File: src/hdl/fisd_pkg.sv
// Shared types, constants and decode functions for the framed image stream deframer.
// No dependencies; every other file in hdl/ imports this package.
package fisd_pkg;

	// Frame buffer size in bytes; payload bytes at or past this count are not stored
	localparam int unsigned BUFFER_BYTES = 65536;

	localparam int unsigned HDR_LEN    = 19;
	localparam int unsigned PREFIX_LEN = 11;
	localparam int unsigned CMD_START  = 15;

	localparam int HDR_CNT_W = 5;

	// Result event kinds
	localparam logic [2:0] EV_NONE       = 3'd0;
	localparam logic [2:0] EV_HDR_OK     = 3'd1;
	localparam logic [2:0] EV_BAD_PREFIX = 3'd2;
	localparam logic [2:0] EV_IMAGE_DONE = 3'd3;
	localparam logic [2:0] EV_DISCONNECT = 3'd4;

	// Input operations
	localparam logic OP_BYTE  = 1'b0;
	localparam logic OP_CLOSE = 1'b1;

	// Command codes
	localparam logic [3:0] CODE_UNKNOWN = 4'd0;
	localparam logic [3:0] CODE_RST     = 4'd1;
	localparam logic [3:0] CODE_USB     = 4'd2;
	localparam logic [3:0] CODE_CLS     = 4'd3;
	localparam logic [3:0] CODE_STOR    = 4'd4;
	localparam logic [3:0] CODE_SYNC    = 4'd5;
	localparam logic [3:0] CODE_IPV4    = 4'd6;
	localparam logic [3:0] CODE_IPV6    = 4'd7;
	localparam logic [3:0] CODE_DATA    = 4'd8;
	localparam logic [3:0] CODE_DATW    = 4'd9;
	localparam logic [3:0] CODE_ZDAT    = 4'd10;
	localparam logic [3:0] CODE_ZDTW    = 4'd11;
	localparam logic [3:0] CODE_GET     = 4'd12;
	localparam logic [3:0] CODE_SET     = 4'd13;
	localparam logic [3:0] CODE_DEL     = 4'd14;

	typedef struct packed {
		logic       operation;
		logic [7:0] data_byte;
	} fisd_item_t;

	typedef struct packed {
		logic        refresh_display;
		logic [31:0] frame_length;
		logic [3:0]  command_code;
		logic [2:0]  event_res;
		logic [7:0]  store_data;
		logic [15:0] store_address;
		logic        store_enable;
	} fisd_result_t;

	// Expected header prefix, one byte per position
	function automatic logic [7:0] prefix_byte(input logic [HDR_CNT_W-1:0] pos);
		logic [7:0] b;
		case (pos)
			5'd0:    b = 8'h4D;
			5'd1:    b = 8'h75;
			5'd2:    b = 8'h6C;
			5'd3:    b = 8'h74;
			5'd4:    b = 8'h69;
			5'd5:    b = 8'h76;
			5'd6:    b = 8'h65;
			5'd7:    b = 8'h72;
			5'd8:    b = 8'h73;
			5'd9:    b = 8'h65;
			5'd10:   b = 8'h3A;
			default: b = 8'h00;
		endcase
		return b;
	endfunction

	// Four command characters, first received in the top byte
	function automatic logic [3:0] code_of(input logic [31:0] chars);
		logic [3:0] c;
		case (chars)
			"_rst":  c = CODE_RST;
			"_usb":  c = CODE_USB;
			"_cls":  c = CODE_CLS;
			"stor":  c = CODE_STOR;
			"sync":  c = CODE_SYNC;
			"ipv4":  c = CODE_IPV4;
			"ipv6":  c = CODE_IPV6;
			"data":  c = CODE_DATA;
			"datw":  c = CODE_DATW;
			"zdat":  c = CODE_ZDAT;
			"zdtw":  c = CODE_ZDTW;
			"get:":  c = CODE_GET;
			"set:":  c = CODE_SET;
			"del:":  c = CODE_DEL;
			default: c = CODE_UNKNOWN;
		endcase
		return c;
	endfunction

endpackage

File: src/hdl/fisd_in_stage.sv
// Input register of the deframer: holds one accepted item until the core takes it.
// Depends on fisd_pkg.
module fisd_in_stage (
	input  logic                clk,
	input  logic                arst_n,
	input  logic                in_valid,
	output logic                in_ready,
	input  fisd_pkg::fisd_item_t in_item,
	input  logic                take,
	output logic                valid_s1,
	output fisd_pkg::fisd_item_t item_s1
);
	import fisd_pkg::*;

	// Refill in the same cycle as the held item moves on
	assign in_ready = !valid_s1 || take;

	always_ff @(posedge clk or negedge arst_n) begin
		if (!arst_n) begin
			valid_s1 <= 1'b0;
		end else if (in_valid && in_ready) begin
			valid_s1 <= 1'b1;
		end else if (take) begin
			valid_s1 <= 1'b0;
		end
	end

	always_ff @(posedge clk) begin
		if (in_valid && in_ready) begin
			item_s1 <= in_item;
		end
	end

endmodule

File: src/hdl/fisd_core.sv
// Deframer state and per-byte decode: header collection, command lookup, payload count.
// Depends on fisd_pkg; state advances only when the held item is taken.
module fisd_core (
	input  logic                  clk,
	input  logic                  arst_n,
	input  logic                  take,
	input  fisd_pkg::fisd_item_t  item,
	output fisd_pkg::fisd_result_t result
);
	import fisd_pkg::*;

	logic                 in_payload_q;
	logic [HDR_CNT_W-1:0] header_count_q;
	logic                 prefix_good_q;
	logic [31:0]          length_held_q;
	logic [31:0]          command_chars_q;
	logic [31:0]          payload_count_q;
	logic                 refresh_on_end_q;

	logic                 in_payload_d;
	logic [HDR_CNT_W-1:0] header_count_d;
	logic                 prefix_good_d;
	logic [31:0]          length_held_d;
	logic [31:0]          command_chars_d;
	logic [31:0]          payload_count_d;
	logic                 refresh_on_end_d;

	logic [31:0]          count_inc;
	logic [3:0]           code;

	assign count_inc = payload_count_q + 32'd1;
	// in the header the last command character arrives with this byte
	assign code      = code_of(in_payload_q ? command_chars_q
		: {command_chars_q[23:0], item.data_byte});

	always_comb begin
		in_payload_d     = in_payload_q;
		header_count_d   = header_count_q;
		prefix_good_d    = prefix_good_q;
		length_held_d    = length_held_q;
		command_chars_d  = command_chars_q;
		payload_count_d  = payload_count_q;
		refresh_on_end_d = refresh_on_end_q;
		result           = '0;

		if (item.operation == OP_CLOSE) begin
			in_payload_d     = 1'b0;
			header_count_d   = '0;
			prefix_good_d    = 1'b1;
			length_held_d    = '0;
			command_chars_d  = '0;
			payload_count_d  = '0;
			refresh_on_end_d = 1'b0;
			result.event_res = EV_DISCONNECT;
		end else if (in_payload_q) begin
			if (payload_count_q < 32'(BUFFER_BYTES)) begin
				result.store_enable  = 1'b1;
				result.store_address = payload_count_q[15:0];
				result.store_data    = item.data_byte;
			end
			payload_count_d = count_inc;
			if (count_inc >= length_held_q) begin
				result.event_res       = EV_IMAGE_DONE;
				result.command_code    = code;
				result.frame_length    = length_held_q;
				result.refresh_display = refresh_on_end_q;
				in_payload_d           = 1'b0;
				refresh_on_end_d       = 1'b0;
				header_count_d         = '0;
				prefix_good_d          = 1'b1;
			end
		end else begin
			if (header_count_q < HDR_CNT_W'(PREFIX_LEN)) begin
				if (item.data_byte != prefix_byte(header_count_q))
					prefix_good_d = 1'b0;
			end else if (header_count_q < HDR_CNT_W'(CMD_START)) begin
				length_held_d = {length_held_q[23:0], item.data_byte};
			end else begin
				command_chars_d = {command_chars_q[23:0], item.data_byte};
			end

			if (header_count_q == HDR_CNT_W'(HDR_LEN - 1)) begin
				if (!prefix_good_d) begin
					result.event_res = EV_BAD_PREFIX;
				end else begin
					result.event_res       = EV_HDR_OK;
					result.command_code    = code;
					result.frame_length    = length_held_d;
					result.refresh_display = (code == CODE_SYNC);
					if (code == CODE_DATA || code == CODE_DATW) begin
						payload_count_d = '0;
						// a zero-length image has no payload; its refresh is given with the header result
						if (length_held_d == '0) begin
							result.refresh_display = (code == CODE_DATA);
						end else begin
							in_payload_d     = 1'b1;
							refresh_on_end_d = (code == CODE_DATA);
						end
					end
				end
				header_count_d = '0;
				prefix_good_d  = 1'b1;
			end else begin
				header_count_d = header_count_q + HDR_CNT_W'(1);
			end
		end
	end

	always_ff @(posedge clk or negedge arst_n) begin
		if (!arst_n) begin
			in_payload_q     <= 1'b0;
			header_count_q   <= '0;
			prefix_good_q    <= 1'b1;
			length_held_q    <= '0;
			command_chars_q  <= '0;
			payload_count_q  <= '0;
			refresh_on_end_q <= 1'b0;
		end else if (take) begin
			in_payload_q     <= in_payload_d;
			header_count_q   <= header_count_d;
			prefix_good_q    <= prefix_good_d;
			length_held_q    <= length_held_d;
			command_chars_q  <= command_chars_d;
			payload_count_q  <= payload_count_d;
			refresh_on_end_q <= refresh_on_end_d;
		end
	end

endmodule

File: src/hdl/fisd_out_stage.sv
// Result register of the deframer, holding one result until the receiver takes it.
// Depends on fisd_pkg.
module fisd_out_stage (
	input  logic                  clk,
	input  logic                  arst_n,
	input  logic                  load,
	input  fisd_pkg::fisd_result_t result,
	output logic                  room,
	output logic                  out_valid,
	input  logic                  out_ready,
	output fisd_pkg::fisd_result_t result_q
);
	import fisd_pkg::*;

	// Free when empty or when the held result is transferred this cycle
	assign room = !out_valid || out_ready;

	always_ff @(posedge clk or negedge arst_n) begin
		if (!arst_n) begin
			out_valid <= 1'b0;
		end else if (load) begin
			out_valid <= 1'b1;
		end else if (out_ready) begin
			out_valid <= 1'b0;
		end
	end

	always_ff @(posedge clk) begin
		if (load) begin
			result_q <= result;
		end
	end

endmodule

File: src/hdl/framed_image_stream_deframer_top.sv
// Top level of the framed image stream deframer.
// Depends on fisd_pkg, fisd_in_stage, fisd_core and fisd_out_stage.
//
// Usage:
//   Slave channel s_axis_*: one transfer per received byte (tuser = 0) or per
//   connection close (tuser = 1, tdata ignored). Master channel m_axis_*: exactly
//   one result transfer per input transfer, in order. The result's tuser carries
//   the event (none, header accepted, bad prefix, image complete, disconnected);
//   tdata carries the frame buffer write and the header details.
//   The result passes through one input register and one result register, with the
//   header/payload decode between them. Throughput is one item per cycle while the
//   receiver takes each result; the decode and its state update lie between the two
//   registers, so an item can follow in the next cycle.
//   When the receiver stalls, the result register holds its transfer and the input
//   register holds one more item; s_axis_tready drops once both are full and rises
//   in the cycle the receiver takes the result.
//   Reset (arst_n low) empties both registers and returns the deframer to header
//   collection with all counts cleared; a close transfer does the same in-band.
module framed_image_stream_deframer_top (
	input  logic        clk,
	input  logic        arst_n,
	input  logic        s_axis_tvalid,
	output logic        s_axis_tready,
	input  logic [7:0]  s_axis_tdata,  // [7:0] data_byte
	input  logic        s_axis_tuser,  // [0] operation
	output logic        m_axis_tvalid,
	input  logic        m_axis_tready,
	// [0] store_enable, [16:1] store_address, [24:17] store_data,
	// [28:25] command_code, [60:29] frame_length, [61] refresh_display, [63:62] zero
	output logic [63:0] m_axis_tdata,
	output logic [2:0]  m_axis_tuser   // [2:0] event_res
);
	import fisd_pkg::*;

	fisd_item_t   in_item;
	fisd_item_t   item_s1;
	logic         valid_s1;
	logic         room;
	logic         take;
	fisd_result_t result;
	fisd_result_t result_q;

	assign in_item.operation = s_axis_tuser;
	assign in_item.data_byte = s_axis_tdata;

	assign take = valid_s1 && room;

	fisd_in_stage u_in (
		.clk      (clk),
		.arst_n   (arst_n),
		.in_valid (s_axis_tvalid),
		.in_ready (s_axis_tready),
		.in_item  (in_item),
		.take     (take),
		.valid_s1 (valid_s1),
		.item_s1  (item_s1)
	);

	fisd_core u_core (
		.clk    (clk),
		.arst_n (arst_n),
		.take   (take),
		.item   (item_s1),
		.result (result)
	);

	fisd_out_stage u_out (
		.clk       (clk),
		.arst_n    (arst_n),
		.load      (take),
		.result    (result),
		.room      (room),
		.out_valid (m_axis_tvalid),
		.out_ready (m_axis_tready),
		.result_q  (result_q)
	);

	assign m_axis_tdata = {2'b00, result_q.refresh_display, result_q.frame_length,
		result_q.command_code, result_q.store_data, result_q.store_address,
		result_q.store_enable};
	assign m_axis_tuser = result_q.event_res;

endmodule
File: config.mk
export PLATFORM = sky130hd
export DESIGN_NAME = framed_image_stream_deframer_top
export DESIGN_NICKNAME = d
export VERILOG_FILES = /design/src/hdl/fisd_pkg.sv /design/src/hdl/fisd_in_stage.sv /design/src/hdl/fisd_core.sv /design/src/hdl/fisd_out_stage.sv /design/src/hdl/framed_image_stream_deframer_top.sv
export SDC_FILE = /design/constraint.sdc
export NUM_CORES = 1
export LEC_CHECK = 0
export BUFFER_PORTS_ARGS = -buffer_cell sky130_fd_sc_hd__buf_4
export CORE_UTILIZATION = 57
export CTS_CLUSTER_SIZE = 10
export DETAILED_ROUTE_END_ITERATION = 10
export PLACE_DENSITY = 0.85
export SYNTH_ARGS = -nofsm -noshare
export SYNTH_HDL_FRONTEND = slang
export SYNTH_SLANG_ARGS = --single-unit
File: constraint.sdc
create_clock -name clk -period 5.15 [get_ports clk]
set_input_delay 1.545 -clock clk [delete_from_list [all_inputs] [get_ports clk]]
set_output_delay 1.545 -clock clk [all_outputs]
set_load 0.03 [all_outputs]
==> summary.md <==
| Metric | Value |
|---|---|
| Outcome | finished clean |
| Pin count of the biggest net entering global routing | 62 |
| Netlist cell types | 83 |
| Average size of a mapped cell | 10.3 µm² |
| Setup_tns | 0 ns |
| Number of routed nets with antenna violations | 0 |
| Die Wd | 133 µm |
| Clock Power Share | 38.1% |
| Commonest non-fill, non-tap cell in the layout | dfrtp_1 |
| Min-delay worst type | reg2reg |
| Cts repair resizes | 0 |
| Synth Area in Adders | 4.85% |
| Delay-heaviest family, CP | simple AND/OR/NAND/NOR gates |
| Num CTS Buffers | 17 |
| DRT iter0 DRCs | 902 |
| Most used cell, CP | nand2_1 |
| Met3 wire len | 1920 µm |
| R2R Setup Slk | 0.37 ns |
| Worst Hold Slack | 0.490 ns |
| Synthesis-to-finish area growth | 13.3% |
| CTS H-tree depth | 4 |
| First-pass GRT wire length | 38300 µm |
| # hold bufs at CTS | 0 |
| Final wirelength | 23600 µm |
| DPL Wire Length | 16300 µm |
| Int Pwr | 2390 µW |
| CP Max Fanout | 18 |
| Mapped Area | 9800 µm² |
| Highest routed layer | met4 |
| Least-Margin Pin Slew | 1.17 ns |
| Final Skew | 0.00917 ns |
| Psw | 1040 µW |
| XOR/XNOR Fraction of Synth Area | 3.13% |
| Most frequent cells in the layout | 105 x dfrtp_1, 92 x buf_4, 77 x nor2_1, 74 x edfxtp_1, 67 x nand2_1 |
| All-layer global routing usage | 27.8% |
| Largest family of logic cells by synthesized area | simple AND/OR/NAND/NOR gates |
| Final hold violations | 0 |
| R2R Path End | u_out.result_q[51] |
| Register bit total from synthesis | 180 |
| Residual DRC | 0 |
| Vias | 7856 |
| Vias in the first global route | 7367 |
| Switch share | 30.3% |
| Instance count on the critical path | 16 |
| PortBufs | 79 |
| Seq pwr share | 47.7% |
| Hold depth | 2 |
| Reg2reg path depth | 16 |
| Global placement routability congestion | 0.997 |
| Via density | 6.37 |
| Synth Area in Simple Gates | 19.8% |
| Top FF cell, synth | dfrtp_1 |
| Part of the cycle the worst path needs | 92.7% |
| Maximum clock frequency | 0.209 GHz |
| Crit-path max cell delay | 0.56 ns |
| Die height | 133 µm |
| Grt total ovfl | 0 |
| Crit Path Class | reg2reg |
| Leak pwr | 0.00456 µW |
| ANT cells | 0 |
| Initial antenna violation count | 0 |
| Worst R2R Start | u_core.payload_count_q[0] |
| Critical path arrival | 4.97 ns |
| Comb power frac | 14.2% |
| Routed length per instance | 19.2 µm |
| WL met2 | 10700 µm |
| Layout Nets | 1052 |
| Hold Path Origin | u_core.prefix_good_q |
| Final min period | 4.78 ns |
| Peak supply drop | 0.000279 V |
| Compound-Gate Fraction of Synth Area | 16.9% |
| CTS root buffer | clkbuf_16 |
| Post-Synthesis Cells | 950 |
| Layout cells sized above 1 | 14.5% |
| Met1 WL | 10300 µm |
| Worst Setup End Kind | register |
| Post-synthesis sequential area ratio | 49.8% |
| Maximum root-to-sink buffer count | 2 |
| Initial DRT Pass Iterations | 6 |
| Initial Utilization | 58.7% |
| Post-CTS repair timing setup buffer count | 0 |
| Clock transition at the registers of the reported paths | 0.07 ns |
| Unrepaired setup endpoints after global routing | false |
| Pwr per Cell Area | 308 nW/µm² |
| Die area | 17700 µm² |
| Multiplexer area fraction after synthesis | 0.524% |
| Min-Delay Endpoint | u_core.prefix_good_q |
| Slew Limit Fails | 0 |
| Relative slew margins | 22.0% |
| TritonCTS Sinks | 180 |
| CP max-delay cell | nor4_1 |
| Asr flop ratio synth | 58.9% |
| IO Count | 82 |
| Number of placement rows | 47 |
| Core area | 16700 µm² |
| CTS tree | built |
| Post-synth EDFFs | 74 |
| Skew-Pair Late Insertion Delay | 0.44 ns |
| Startpoint Class | register |
| # fillers | 1252 |
| CP bufs+invs | 1 |
| Max-cap violation count | 0 |
| Crit path cell chain | ha_1 > nand2_1 > nor2_1 > nand2_1 > nor4_1 > nand2_1 > xnor2_1 > ha_1 > a21oi_1 > nand2_1 > a221oi_1 > nand3_1 > o21ai_1 > a21o_1 > buf_4 > nor2_1 |
| Worst Path Required | 5.35 ns |
| Final setup vio count | 0 |
| Ys Warns | 0 |
[sequential cells by signal, summed over array words and instances (netlist names), 5 cells and up]
| name | flops |
|---|---|
| u_core.header_count_q | 5 |
| u_in.item_s1 | 9 |
| u_core.command_chars_q | 32 |
| u_core.payload_count_q | 32 |
| u_out.result_q | 65 |
| u_core.length_held_q | 32 |
[final cells by class]
| class | instances | area (µm²) | area share (%) |
|---|---|---|---|
| flip-flops and latches | 180 | 4880 | 43.9 |
| inverters | 49 | 184 | 1.66 |
| well taps | 220 | 275 | 2.48 |
| clock inverters | 15 | 188 | 1.69 |
| multi-input cells | 661 | 4460 | 40.2 |
| clock buffers | 17 | 425 | 3.83 |
| repair buffers | 92 | 691 | 6.22 |
[layer usage]
layer	up-vias	global-route usage, %
li1	3599	-
met1	3784	39.0
met2	407	42.3
met3	66	5.25
met4	0	12.2
met5	-	0
[power by group through the flow]
stage,logic (µW),clock network (µW),registers [µW]
4_1_cts,484,1310,1630
5_1_grt,529,1370,1640
6_report,486,1300,1630
3_5_place_dp,479,0,1660
2_1_floorplan,292,0,1690
3_3_place_gp,471,0,1660
[Yosys cell counts, types with 4 or more instances]
master	number	area, µm²
o21ai_1	27	135
a22o_1	63	552
edfxtp_1	74	2220
a31oi_1	12	75.1
nor4bb_1	6	60.1
nor4b_1	5	43.8
clkbuf_1	41	154
dfrtp_1	105	2630
and3_1	12	75.1
a21oi_1	27	135
nor4_1	20	125
nand2b_1	27	169
o31ai_1	11	82.6
ha_1	38	475
xor2_1	13	114
mux2i_1	4	40.0
nand3_1	24	120
buf_6	6	67.6
a41oi_1	5	43.8
o21ai_0	40	200
inv_1	49	184
a21o_1	7	52.6
and2_1	24	150
and4_1	7	61.3
nor2b_1	5	31.3
buf_2	6	30.0
nor3_1	10	50.1
nor3b_1	7	52.6
buf_1	4	15.0
buf_4	4	30.0
nand3b_1	8	60.1
or3_1	6	37.5
nand4_1	15	93.8
xnor2_1	22	193
nand2_1	67	251
o22a_1	4	35.0
nor2_1	78	293
[cells by family after synthesis]
group | Yosys count
compound gates | 233
xor+xnor | 35
fa+ha+maj | 38
buf+inv | 110
flops | 180
mux | 5
other cells | 1
simple gates | 348
[stage by stage]
step	util [%]	area [µm²]	power, µW	std cells	setup slack (ns)
after floorplan	-	9800	1990	951	0.869
after global placement	62.8	10500	2130	1202	0.826
after detailed placement	62.8	10500	2140	1202	0.615
after CTS	66.4	11100	3430	1234	0.511
after global routing	66.4	11100	3540	1234	0.103
final	66.4	11100	3420	1234	0.375
[how the worst max path moves through the flow]
stage | startpoint | slack, ns | end
after global routing | u_core.payload_count_q[0] | 0.10 | u_out.result_q[59]
after CTS | u_core.payload_count_q[0] | 0.51 | u_out.result_q[59]
final | u_core.payload_count_q[0] | 0.37 | u_out.result_q[51]
after global placement | u_core.payload_count_q[0] | 0.83 | u_out.result_q[46]
after floorplan | m_axis_tready | 0.87 | u_core.length_held_q[10]
after detailed placement | u_core.payload_count_q[0] | 0.62 | u_out.result_q[58]
[tightest hold or removal path, delay by kind of cell (launching register included)]
kind / cells / cell delay, ns
flip-flops: 1 / 0.39
AND/OR/NAND/NOR: 1 / 0.05
AO/OA/AOI/OAI: 1 / 0.06
No activity file was read; power rests on OpenSTA's default activity.
